==> config.mk <==
export PLATFORM = sky130hd
export DESIGN_NAME = windowed_jump_min_cost_dp
export DESIGN_NICKNAME = d
export VERILOG_FILES = /design/src/rtl/wjmc_pkg.sv /design/src/rtl/wjmc_window_mem.sv /design/src/rtl/windowed_jump_min_cost_dp.sv
export SDC_FILE = /design/constraint.sdc
export NUM_CORES = 1
export LEC_CHECK = 0
export BUFFER_PORTS_ARGS = -buffer_cell sky130_fd_sc_hd__buf_4
export CAP_MARGIN = 20
export CORE_UTILIZATION = 36
export CTS_BUF_LIST = sky130_fd_sc_hd__clkbuf_2 sky130_fd_sc_hd__clkbuf_4 sky130_fd_sc_hd__clkbuf_8
export CTS_CLUSTER_DIAMETER = 120
export DETAILED_ROUTE_END_ITERATION = 12
export PLACE_DENSITY = 0.5
export SYNTH_ARGS = -nofsm -noshare
export SYNTH_HDL_FRONTEND = slang
export SYNTH_SLANG_ARGS = --single-unit
export TNS_END_PERCENT = 20
==> constraint.sdc <==
create_clock -name clk -period 15.95 [get_ports clk]
set_input_delay 1.595 -clock clk [delete_from_list [all_inputs] [get_ports clk]]
set_output_delay 1.595 -clock clk [all_outputs]
set_load 0.02 [all_outputs]
==> src/rtl/wjmc_pkg.sv <==
package wjmc_pkg;

  localparam int HEIGHT_IN_BITS   = 16;
  localparam int COST_BITS        = 32;
  localparam int LIMIT_BITS       = 5;

  localparam int MAX_JUMP_DEF     = 16;
  localparam int HEIGHT_BITS_DEF  = 16;

  localparam logic [LIMIT_BITS-1:0] LIMIT_RESET = LIMIT_BITS'(1);
  localparam logic [COST_BITS-1:0]  COST_MAX    = {COST_BITS{1'b1}};

endpackage

==> src/rtl/wjmc_window_mem.sv <==
module wjmc_window_mem #(
  parameter int DEPTH = 16,
  parameter int WIDTH = 48,
  parameter int AW    = 4
) (
  input  logic             clk,
  input  logic             wr_en,
  input  logic [AW-1:0]    wr_addr,
  input  logic [WIDTH-1:0] wr_data,
  input  logic [AW-1:0]    rd_addr,
  output logic [WIDTH-1:0] rd_data
);

  logic [WIDTH-1:0] mem [DEPTH];
  logic [WIDTH-1:0] rd_data_r;

  always_ff @(posedge clk) begin
    if (wr_en) begin
      mem[wr_addr] <= wr_data;
    end
    rd_data_r <= mem[rd_addr];
  end

  assign rd_data = rd_data_r;

endmodule

==> src/rtl/windowed_jump_min_cost_dp.sv <==
// A stone that starts a sequence gets cost zero with no window reads; else
//   span entries are read, span = min(stones in window, effective jump limit).
// in_stall holds off a new request until the current result is issued; the
//   window memory's single read port and one add/compare unit take reads in turn.
// Reset: synchronous, active low; jump limit returns to 1 and the window count
//   to zero. Window memory contents are not cleared; the fill count masks them.
module windowed_jump_min_cost_dp #(
  parameter int MAX_JUMP    = wjmc_pkg::MAX_JUMP_DEF,
  parameter int HEIGHT_BITS = wjmc_pkg::HEIGHT_BITS_DEF
) (
  input  logic                                 clk,
  input  logic                                 rst_n,
  input  logic                                 cfg_wr_en,
  input  logic [wjmc_pkg::LIMIT_BITS-1:0]      cfg_wr_data,
  input  logic                                 in_valid,
  output logic                                 in_stall,
  input  logic [wjmc_pkg::HEIGHT_IN_BITS-1:0]  in_height,
  input  logic                                 in_first_stone,
  output logic                                 out_valid,
  input  logic                                 out_stall,
  output logic [wjmc_pkg::COST_BITS-1:0]       out_reach_cost
);
  import wjmc_pkg::*;

  localparam int HW   = (HEIGHT_BITS < HEIGHT_IN_BITS) ? HEIGHT_BITS : HEIGHT_IN_BITS;
  localparam int AW   = (MAX_JUMP > 1) ? $clog2(MAX_JUMP) : 1;
  localparam int SW   = $clog2(MAX_JUMP + 1);
  localparam int MW   = HW + COST_BITS;
  localparam int CW   = COST_BITS + 1;

  typedef enum logic [1:0] {
    ST_IDLE,
    ST_READ,
    ST_FINISH
  } state_t;

  state_t              state_r, state_nxt;
  logic [LIMIT_BITS-1:0] limit_r, limit_nxt;
  logic [HW-1:0]       h_r, h_nxt;
  logic [SW-1:0]       span_r, span_nxt;
  logic [SW-1:0]       issue_cnt_r, issue_cnt_nxt;
  logic [SW-1:0]       seen_r, seen_nxt;
  logic [AW-1:0]       raddr_r, raddr_nxt;
  logic [AW-1:0]       wptr_r, wptr_nxt;
  logic                rd_vld_r, rd_vld_nxt;
  logic                cand_vld_r, cand_vld_nxt;
  logic [CW-1:0]       cand_r, cand_nxt;
  logic [CW-1:0]       best_r, best_nxt;
  logic                out_valid_r, out_valid_nxt;
  logic [COST_BITS-1:0] out_cost_r, out_cost_nxt;

  logic                mem_we;
  logic [MW-1:0]       mem_wdata;
  logic [MW-1:0]       mem_rdata;
  logic [HW-1:0]       rd_height;
  logic [COST_BITS-1:0] rd_cost;
  logic [HW-1:0]       hdiff;
  logic [SW-1:0]       lim_eff;
  logic [SW-1:0]       seen_eff;
  logic                in_acc;
  logic                issue;
  logic                out_free;

  function automatic logic [AW-1:0] addr_dec(input logic [AW-1:0] a);
    if (a == '0) begin
      return AW'(MAX_JUMP - 1);
    end
    return a - AW'(1);
  endfunction

  function automatic logic [AW-1:0] addr_inc(input logic [AW-1:0] a);
    if (a == AW'(MAX_JUMP - 1)) begin
      return '0;
    end
    return a + AW'(1);
  endfunction

  wjmc_window_mem #(
    .DEPTH (MAX_JUMP),
    .WIDTH (MW),
    .AW    (AW)
  ) u_window (
    .clk     (clk),
    .wr_en   (mem_we),
    .wr_addr (wptr_r),
    .wr_data (mem_wdata),
    .rd_addr (raddr_r),
    .rd_data (mem_rdata)
  );

  assign rd_height = mem_rdata[MW-1:COST_BITS];
  assign rd_cost   = mem_rdata[COST_BITS-1:0];
  assign hdiff     = (rd_height > h_r) ? (rd_height - h_r) : (h_r - rd_height);

  always_comb begin
    if (limit_r == '0) begin
      lim_eff = SW'(1);
    end else if (32'(limit_r) > 32'(MAX_JUMP)) begin
      lim_eff = SW'(MAX_JUMP);
    end else begin
      lim_eff = SW'(limit_r);
    end
  end

  assign in_stall  = (state_r != ST_IDLE);
  assign in_acc    = in_valid && !in_stall;
  assign seen_eff  = in_first_stone ? '0 : seen_r;
  assign issue     = (state_r == ST_READ) && (issue_cnt_r != span_r);
  assign out_free  = !out_valid_r || !out_stall;
  assign mem_we    = (state_r == ST_FINISH) && out_free;
  assign mem_wdata = {h_r, best_r[COST_BITS-1:0]};

  always_comb begin
    state_nxt     = state_r;
    limit_nxt     = cfg_wr_en ? cfg_wr_data : limit_r;
    h_nxt         = h_r;
    span_nxt      = span_r;
    issue_cnt_nxt = issue_cnt_r;
    seen_nxt      = seen_r;
    raddr_nxt     = raddr_r;
    wptr_nxt      = wptr_r;
    rd_vld_nxt    = issue;
    cand_vld_nxt  = rd_vld_r;
    cand_nxt      = cand_r;
    best_nxt      = best_r;
    out_valid_nxt = out_valid_r && out_stall;
    out_cost_nxt  = out_cost_r;

    // stage 1: candidate cost from the entry read last cycle
    if (rd_vld_r) begin
      cand_nxt = CW'(rd_cost) + CW'(hdiff);
    end
    // stage 2: keep the smaller
    if (cand_vld_r && (cand_r < best_r)) begin
      best_nxt = cand_r;
    end

    case (state_r)
      ST_IDLE: begin
        if (in_acc) begin
          h_nxt         = in_height[HW-1:0];
          issue_cnt_nxt = '0;
          raddr_nxt     = addr_dec(wptr_r);
          if (seen_eff == '0) begin
            seen_nxt  = '0;
            span_nxt  = '0;
            best_nxt  = '0;
            state_nxt = ST_FINISH;
          end else begin
            span_nxt  = (seen_eff < lim_eff) ? seen_eff : lim_eff;
            best_nxt  = CW'(COST_MAX);
            state_nxt = ST_READ;
          end
        end
      end
      ST_READ: begin
        if (issue) begin
          issue_cnt_nxt = issue_cnt_r + SW'(1);
          raddr_nxt     = addr_dec(raddr_r);
        end else if (!rd_vld_r && !cand_vld_r) begin
          state_nxt = ST_FINISH;
        end
      end
      ST_FINISH: begin
        // hold until the output register is free
        if (out_free) begin
          out_valid_nxt = 1'b1;
          out_cost_nxt  = best_r[COST_BITS-1:0];
          wptr_nxt      = addr_inc(wptr_r);
          if (32'(seen_r) < 32'(MAX_JUMP)) begin
            seen_nxt = seen_r + SW'(1);
          end
          state_nxt = ST_IDLE;
        end
      end
      default: begin
        state_nxt = ST_IDLE;
      end
    endcase
  end

  always_ff @(posedge clk) begin
    if (!rst_n) begin
      state_r     <= ST_IDLE;
      limit_r     <= LIMIT_RESET;
      seen_r      <= '0;
      wptr_r      <= '0;
      issue_cnt_r <= '0;
      span_r      <= '0;
      rd_vld_r    <= 1'b0;
      cand_vld_r  <= 1'b0;
      out_valid_r <= 1'b0;
    end else begin
      state_r     <= state_nxt;
      limit_r     <= limit_nxt;
      seen_r      <= seen_nxt;
      wptr_r      <= wptr_nxt;
      issue_cnt_r <= issue_cnt_nxt;
      span_r      <= span_nxt;
      rd_vld_r    <= rd_vld_nxt;
      cand_vld_r  <= cand_vld_nxt;
      out_valid_r <= out_valid_nxt;
    end
    h_r        <= h_nxt;
    raddr_r    <= raddr_nxt;
    cand_r     <= cand_nxt;
    best_r     <= best_nxt;
    out_cost_r <= out_cost_nxt;
  end

  assign out_valid      = out_valid_r;
  assign out_reach_cost = out_cost_r;

`ifndef SYNTHESIS
  a_seen_bounded: assert property (@(posedge clk) disable iff (!rst_n)
    32'(seen_r) <= 32'(MAX_JUMP))
    else $error("window count beyond depth");

  a_issue_bounded: assert property (@(posedge clk) disable iff (!rst_n)
    (state_r == ST_READ) |-> (issue_cnt_r <= span_r) && (span_r <= lim_eff))
    else $error("read count beyond span");

  a_result_from_finish: assert property (@(posedge clk) disable iff (!rst_n)
    $rose(out_valid_r) |-> $past(state_r == ST_FINISH))
    else $error("result raised outside finish");

  a_first_cost_zero: assert property (@(posedge clk) disable iff (!rst_n)
    (state_r == ST_FINISH && span_r == '0) |-> (best_r == '0))
    else $error("sequence start with nonzero cost");

  a_no_pending_at_finish: assert property (@(posedge clk) disable iff (!rst_n)
    (state_r == ST_FINISH) |-> (!rd_vld_r && !cand_vld_r))
    else $error("finish with compare still pending");
`endif

endmodule
Word level (Yosys, flattened, before mapping)
Memories as Yosys holds them, arrays and structs flattened. A register that Yosys moved wholly into a read port is not among the register bits.
Index checks and enable logic that the tools add are counted.

storage, ports and cells
  flip-flop bits (word level) = 147
  bits in latches = 0
  memory bits (writable) = 768
  ROM bits = 0
  bits of input ports = 27
  output and inout port bits = 34
  logic and storage cells = 110
  memories = 1

cells by class
  $add $sub $neg = 8
  multiply operators = 0
  div/mod/pow operators = 0
  $lt $le $gt $ge = 5
  equal/unequal tests = 11
  shift-type cells = 0
  mux-type cells = 46
  bitwise operators = 0
  reductions and logical operators = 25

memories
  memory        words  width  read ports  clocked after memory_dff  write ports  RTL line               source
  u_window.mem  16     48     1           1                         1            wjmc_window_mem.sv:14  logic [WIDTH-1:0] mem [DEPTH];

operators by type and width
  cell                   number
  $mux W33               3
  $mux W5                11
  $add A32 B16 Y33       1
  $lt A33 B33 Y1         1
  $mux W32               1
  $mux W4                8
  $sub A16 B16 Y16       2
  $pmux W5 S2            2
  $gt A16 B16 Y1         1
  $mux W16               1
  $mux W1                13
  $add A5 B1 Y5 const B  2
  $logic_not A5 Y1       2
  $mux W2                5
  $ne A2 B2 Y1 const B   5
  $logic_not A4 Y1       2
  $pmux W4 S2            1
  $sub A4 B1 Y4 const B  2
  $logic_and A1 B1 Y1    6
  $pmux W2 S3            1
  $reduce_bool A2 Y1     3
  $gt A5 B5 Y1 const B   1
  $logic_not A1 Y1       5
  $lt A5 B5 Y1           1
  other kinds (13)       15

Logic depth before layout (Yosys ltp)
  depth after elaboration = 8
  mapped depth = 21
  depth with buffers taken out = 19

Hierarchy
Synthesis repeated with hierarchy kept, for this count alone.

unflattened totals
  cell total of the unflattened synthesis = 2127
  area, all modules = 38537.0 sq um

by module, submodules not included
  module                     times used  cells each  area an instance (sq um)  seq. area each (sq um)
  wjmc_window_mem            1           1242        29694.7                   24023.0
  windowed_jump_min_cost_dp  1           885         8842.2                    3793.6

Worst setup path before layout
No wires, ideal clock.

  path type = input-to-reg
  from = in out_stall
  to = mem u_window.mem[3][0] (enable)
  library setup time = 513 ps
  arrival = 5876 ps
  data required time = 15437 ps
  setup slack = 9562 ps
  cell stages on the path = 5
  path buffers = 0
  path through = nand2_1 nand2_1 clkinv_1 nand2_1 nor3_1

between the ends
  cells in the longest elaborated chain, start to end = 5

ends and longest elaborated chain
  item                           RTL line                          source
  start, declared                windowed_jump_min_cost_dp.sv:20   input logic out_stall,
  $logic_not A1 Y1               windowed_jump_min_cost_dp.sv:109  assign out_free = !out_valid_r || !out_stall;
  $logic_or A1 B1 Y1             windowed_jump_min_cost_dp.sv:109
  $logic_and A1 B1 Y1            windowed_jump_min_cost_dp.sv:110  assign mem_we = (state_r == ST_FINISH) && out_free;
  named net mem_we               windowed_jump_min_cost_dp.sv:52   logic mem_we;
  $mux W1                        wjmc_window_mem.sv:18             if (wr_en) begin
  $mux W1 (implied by the code)  wjmc_window_mem.sv:19             mem[wr_addr] <= wr_data;
  end, declared                  wjmc_window_mem.sv:14

The timed path passes the listed nets, and every way through them passes these cells.

Worst setup path after layout
  from = reg h_r[0]
  to = reg cand_r[25], data pin

between the ends
  cells in the longest elaborated chain, start to end = 3
  elaborated cells on any way between the ends = 5
  classes of those cells = add/sub (3); order compare (1); mux (1)

ends and longest elaborated chain
  item                                                       RTL line                          source
  start, declared                                            windowed_jump_min_cost_dp.sv:39   logic [HW-1:0] h_r, h_nxt;
  start signal, assigned                                     windowed_jump_min_cost_dp.sv:204  h_r <= h_nxt;
  $sub A16 B16 Y16 / $gt A16 B16 Y1 (equally long branches)  windowed_jump_min_cost_dp.sv:93   assign hdiff = (rd_height > h_r) ? (rd_height - h_r) : (h_r - rd_height);
  $mux W16 *                                                 windowed_jump_min_cost_dp.sv:93
  $add A32 B16 Y33 *                                         windowed_jump_min_cost_dp.sv:131  cand_nxt = CW'(rd_cost) + CW'(hdiff);
  end signal, assigned                                       windowed_jump_min_cost_dp.sv:206  cand_r <= cand_nxt;
  end, declared                                              windowed_jump_min_cost_dp.sv:47   logic [CW-1:0] cand_r, cand_nxt;

Mark *: on every way between the ends. The rest lies on a longest branch, timed or not.
A chain may end at the register's enable or synchronous reset.

==> metrics.cfg <==
[floorplan]
initial_core_util=0.3649
chipHeight_um=332.1
dieArea_um2=110300
ios=61
die_width_um=332.1
rows=120
core_region_area_um2=107500

[setup_path]
critPathMaxStageDelay_ns=0.67
crit_buf_inv=1
path_max_fanout=22
path_cells=ha_1, inv_1, fa_1, a211oi_1, nor3_1, o21a_1, o21a_2, mux2i_1, a21oi_1, xnor2_1, ha_1, a21oi_1, a21bo_2, a21oi_1, o21a_1, nor4b_1, xor2_1
crit_top_cell=a21oi_1
cp_slowest_cell=edfxtp_1
startpoint_type=flip-flop
cp.required_ns=16.50
critPathKind=flip-flop to flip-flop
end_kind=flip-flop
cp_top_family=compound AO/OA/AOI/OAI gates
crit_arrival_ns=5.69

[clock_network]
clkLatencyLatePin_ns=0.84
htree_num_levels=4
clock-sinks=963
holdBufCountCts=0
cts.repair.resized=0
tritoncts=built
clockRootBuffer=clkbuf_8
clock_path_buffers=3
cts_buffers=160
postCtsSetupRepairBufs=0
path_clk_slew_ns=0.06

[power_and_ir_drop]
clkPwrFrac=0.366
comb_power_share=0.126
totalPowerFinal_mw=6.057
p_int_mw=4.443
ir_drop_mv=0.07832
power.share.switching=0.2665
p_per_area_nw_per_um2=135.6
p_sw_mw=1.614
p_leak_nw=16.18
seqPwrFrac=0.509

[place]
place_ws_ns=10.81
portBuffers=60
dp_hpwl_um=54640
gp_congestion=0.8701

[synth]
synth-seq-cells=963
synth_area_leaders=edfxtp_1 (65%), dfxtp_1 (5.6%), mux4_2 (5.5%)
syn_area_um2=39230
ys_seq_area_frac=0.7091
synth_nets=2506
synth-edff-count=853
synth_area_leader_cell=edfxtp_1
yosys_warnings=0
postSynthCellCount=2385
synth_top_area_frac=0.6530
synth.distinct_cells=68
ys_async_sr_fraction=0
synth_flop_cell=edfxtp_1
avgSynthCellArea_um2=16.45

[timing]
tns_ns=0
timing.hold.ws_ns=0.4895
post-route-period-util=0.3218
slew_headroom=0.2821
period_needed_ns=5.132
setup_viol=0
fin_worst_skew_ns=0.04210
slew_violations=0
setup_ws_ns=10.82
worst_pin_slew_ns=1.077
rsz0062_at_grt=no
hold_viol_final=0
max_freq_mhz=194.8

[final_layout]
syn_to_final_growth_pct=13.88
filler_cell_count=9673
final_util=0.4155
drive_gt1_frac=0.2070
nets=2656

[status]
status=completed

[grt]
grt_pass1_wl_um=145200
grt_util_all_layers=0.1791
grt_max_degree=110
grt_pass1_vias=22160
antenna_found_initial=5
grt.overflow.total=0

[min_path]
hold_class=flip-flop to flip-flop

[routing]
drtIter0Drc=1630
vias_per_cell=5.277
antenna_left=0
num_vias=21490
drc=0
drt-total-wl_um=99050
wl_per_cell_um=24.33
first_pass_iters=7

[flow_run]
drv_cap=0

[power by group through the flow]
stage	combinational (mW)	sequential [mW]	clock [mW]
floorplan	0.530	3.07	0
global placement	0.768	3.13	0
detailed placement	0.766	3.14	0
CTS	0.769	3.09	2.28
global route	0.842	3.10	2.38
finish	0.763	3.08	2.21
[layout by cell type, fill, tap and decap left out, types with 10 or more instances in the layout]
cell type  instances
ha_1              91
a22oi_1           52
nand3_1           14
dfxtp_1          109
inv_1             87
clkinv_1          25
mux2i_1          191
clkinv_2          12
edfxtp_1         853
nand2_1           54
nand2b_1          11
mux2_2            50
xor2_1            32
a221oi_1          49
buf_4             99
clkbuf_4          68
nor2_1            91
a21o_1            28
a21oi_1          149
xnor2_1           27
mux4_2            96
nor2_4            15
clkbuf_8         171
nor2b_1           10
o21ai_0           99
nand4_1           17
o21ai_1           26
nor3_1            14
[stage by stage]
stage          instances  instance area (µm²)
5_1_grt             4071                44670
4_1_cts             4070                44670
6_report            4072                44670
3_3_place_gp        3776                41370
2_1_floorplan       2385                39230
3_5_place_dp        3776                41370
[metal layers]
layer	vias up	wire, µm	global-route usage
met1	11080	45370	0.2493
met2	553	46000	0.2809
met5	-	0	0
met4	0	2307	0.05841
met3	162	5383	0.03544
li1	9696	-	-
[synthesized netlist by cell type (5+ instances only)]
cell type  number
clkbuf_1       67
mux2_2         50
mux2i_1       191
nor2b_1        10
mux4_2         96
a211oi_1        8
dfxtp_1       110
o21a_1          5
nand2_1        55
nor2_1        106
a21o_1         28
nor3b_1         5
nand3_1        14
and3_1          9
nand4_1        17
o21ai_1        26
inv_1          87
o21ai_0        99
xor2_1         32
xnor2_1        27
ha_1           91
a221oi_1       49
a221o_1         5
a31oi_1         7
edfxtp_1      853
nor3_1         18
buf_2          41
o21bai_1        7
a22oi_1        52
nand2b_1       12
a21oi_1       149
[registers in the layout, summed over array words and instances (netlist names), 2 cells and up]
name / flops
u_window.rd_data: 48
limit_r: 5
best_r: 33
out_reach_cost: 32
state_r: 2
h_r: 16
seen_r: 5
u_window.mem: 768
span_r: 5
raddr_r: 4
issue_cnt_r: 5
wptr_r: 4
cand_r: 33
[worst reg2reg max path, cell delays in order, from the launching register on]
cell and delay, ns:
edfxtp_1 0.67, ha_1 0.24, inv_1 0.07, fa_1 0.42, a211oi_1 0.36, nor3_1 0.13, o21a_1 0.18, o21a_2 0.36
mux2i_1 0.30, a21oi_1 0.12, xnor2_1 0.22, ha_1 0.32, a21oi_1 0.20, a21bo_2 0.24, a21oi_1 0.36, o21a_1 0.40
nor4b_1 0.12, xor2_1 0.16
[final timing paths]
| kind | startpoint | end | depth (start not counted) | slack [ns] |
|---|---|---|---|---|
| min reg2reg | limit_r[0] | limit_r[0] | 2 | 0.49 |
| max | h_r[0] | cand_r[25] | 17 | 10.82 |
| max reg2reg | h_r[0] | cand_r[25] | 17 | 10.82 |
| min | limit_r[0] | limit_r[0] | 2 | 0.49 |
[kinds of logic after synthesis]
group                    after synthesis  synth area share
flip-flops                           963            0.7091
AO/OA/AOI/OAI                        465           0.07521
multiplexers                         337            0.1182
AND/OR/NAND/NOR                      266           0.03177
buffers and inverters                201           0.02198
adder cells (fa/ha/maj)               94           0.03056
XOR/XNOR                              59           0.01317
[layout make-up]
| cell class | count | area, µm² | area share |
|---|---|---|---|
| antenna | 2 | 5.005 | 0.0001120 |
| clock buffer | 239 | 2864 | 0.06411 |
| clock inverter | 55 | 430.4 | 0.009635 |
| inverter | 88 | 330.3 | 0.007394 |
| multi-input combinational | 1221 | 10690 | 0.2392 |
| sequential | 963 | 27820 | 0.6227 |
| tap | 1403 | 1755 | 0.03930 |
| timing repair buffer | 101 | 783.3 | 0.01753 |
No activity file was read; power rests on OpenSTA's default activity.
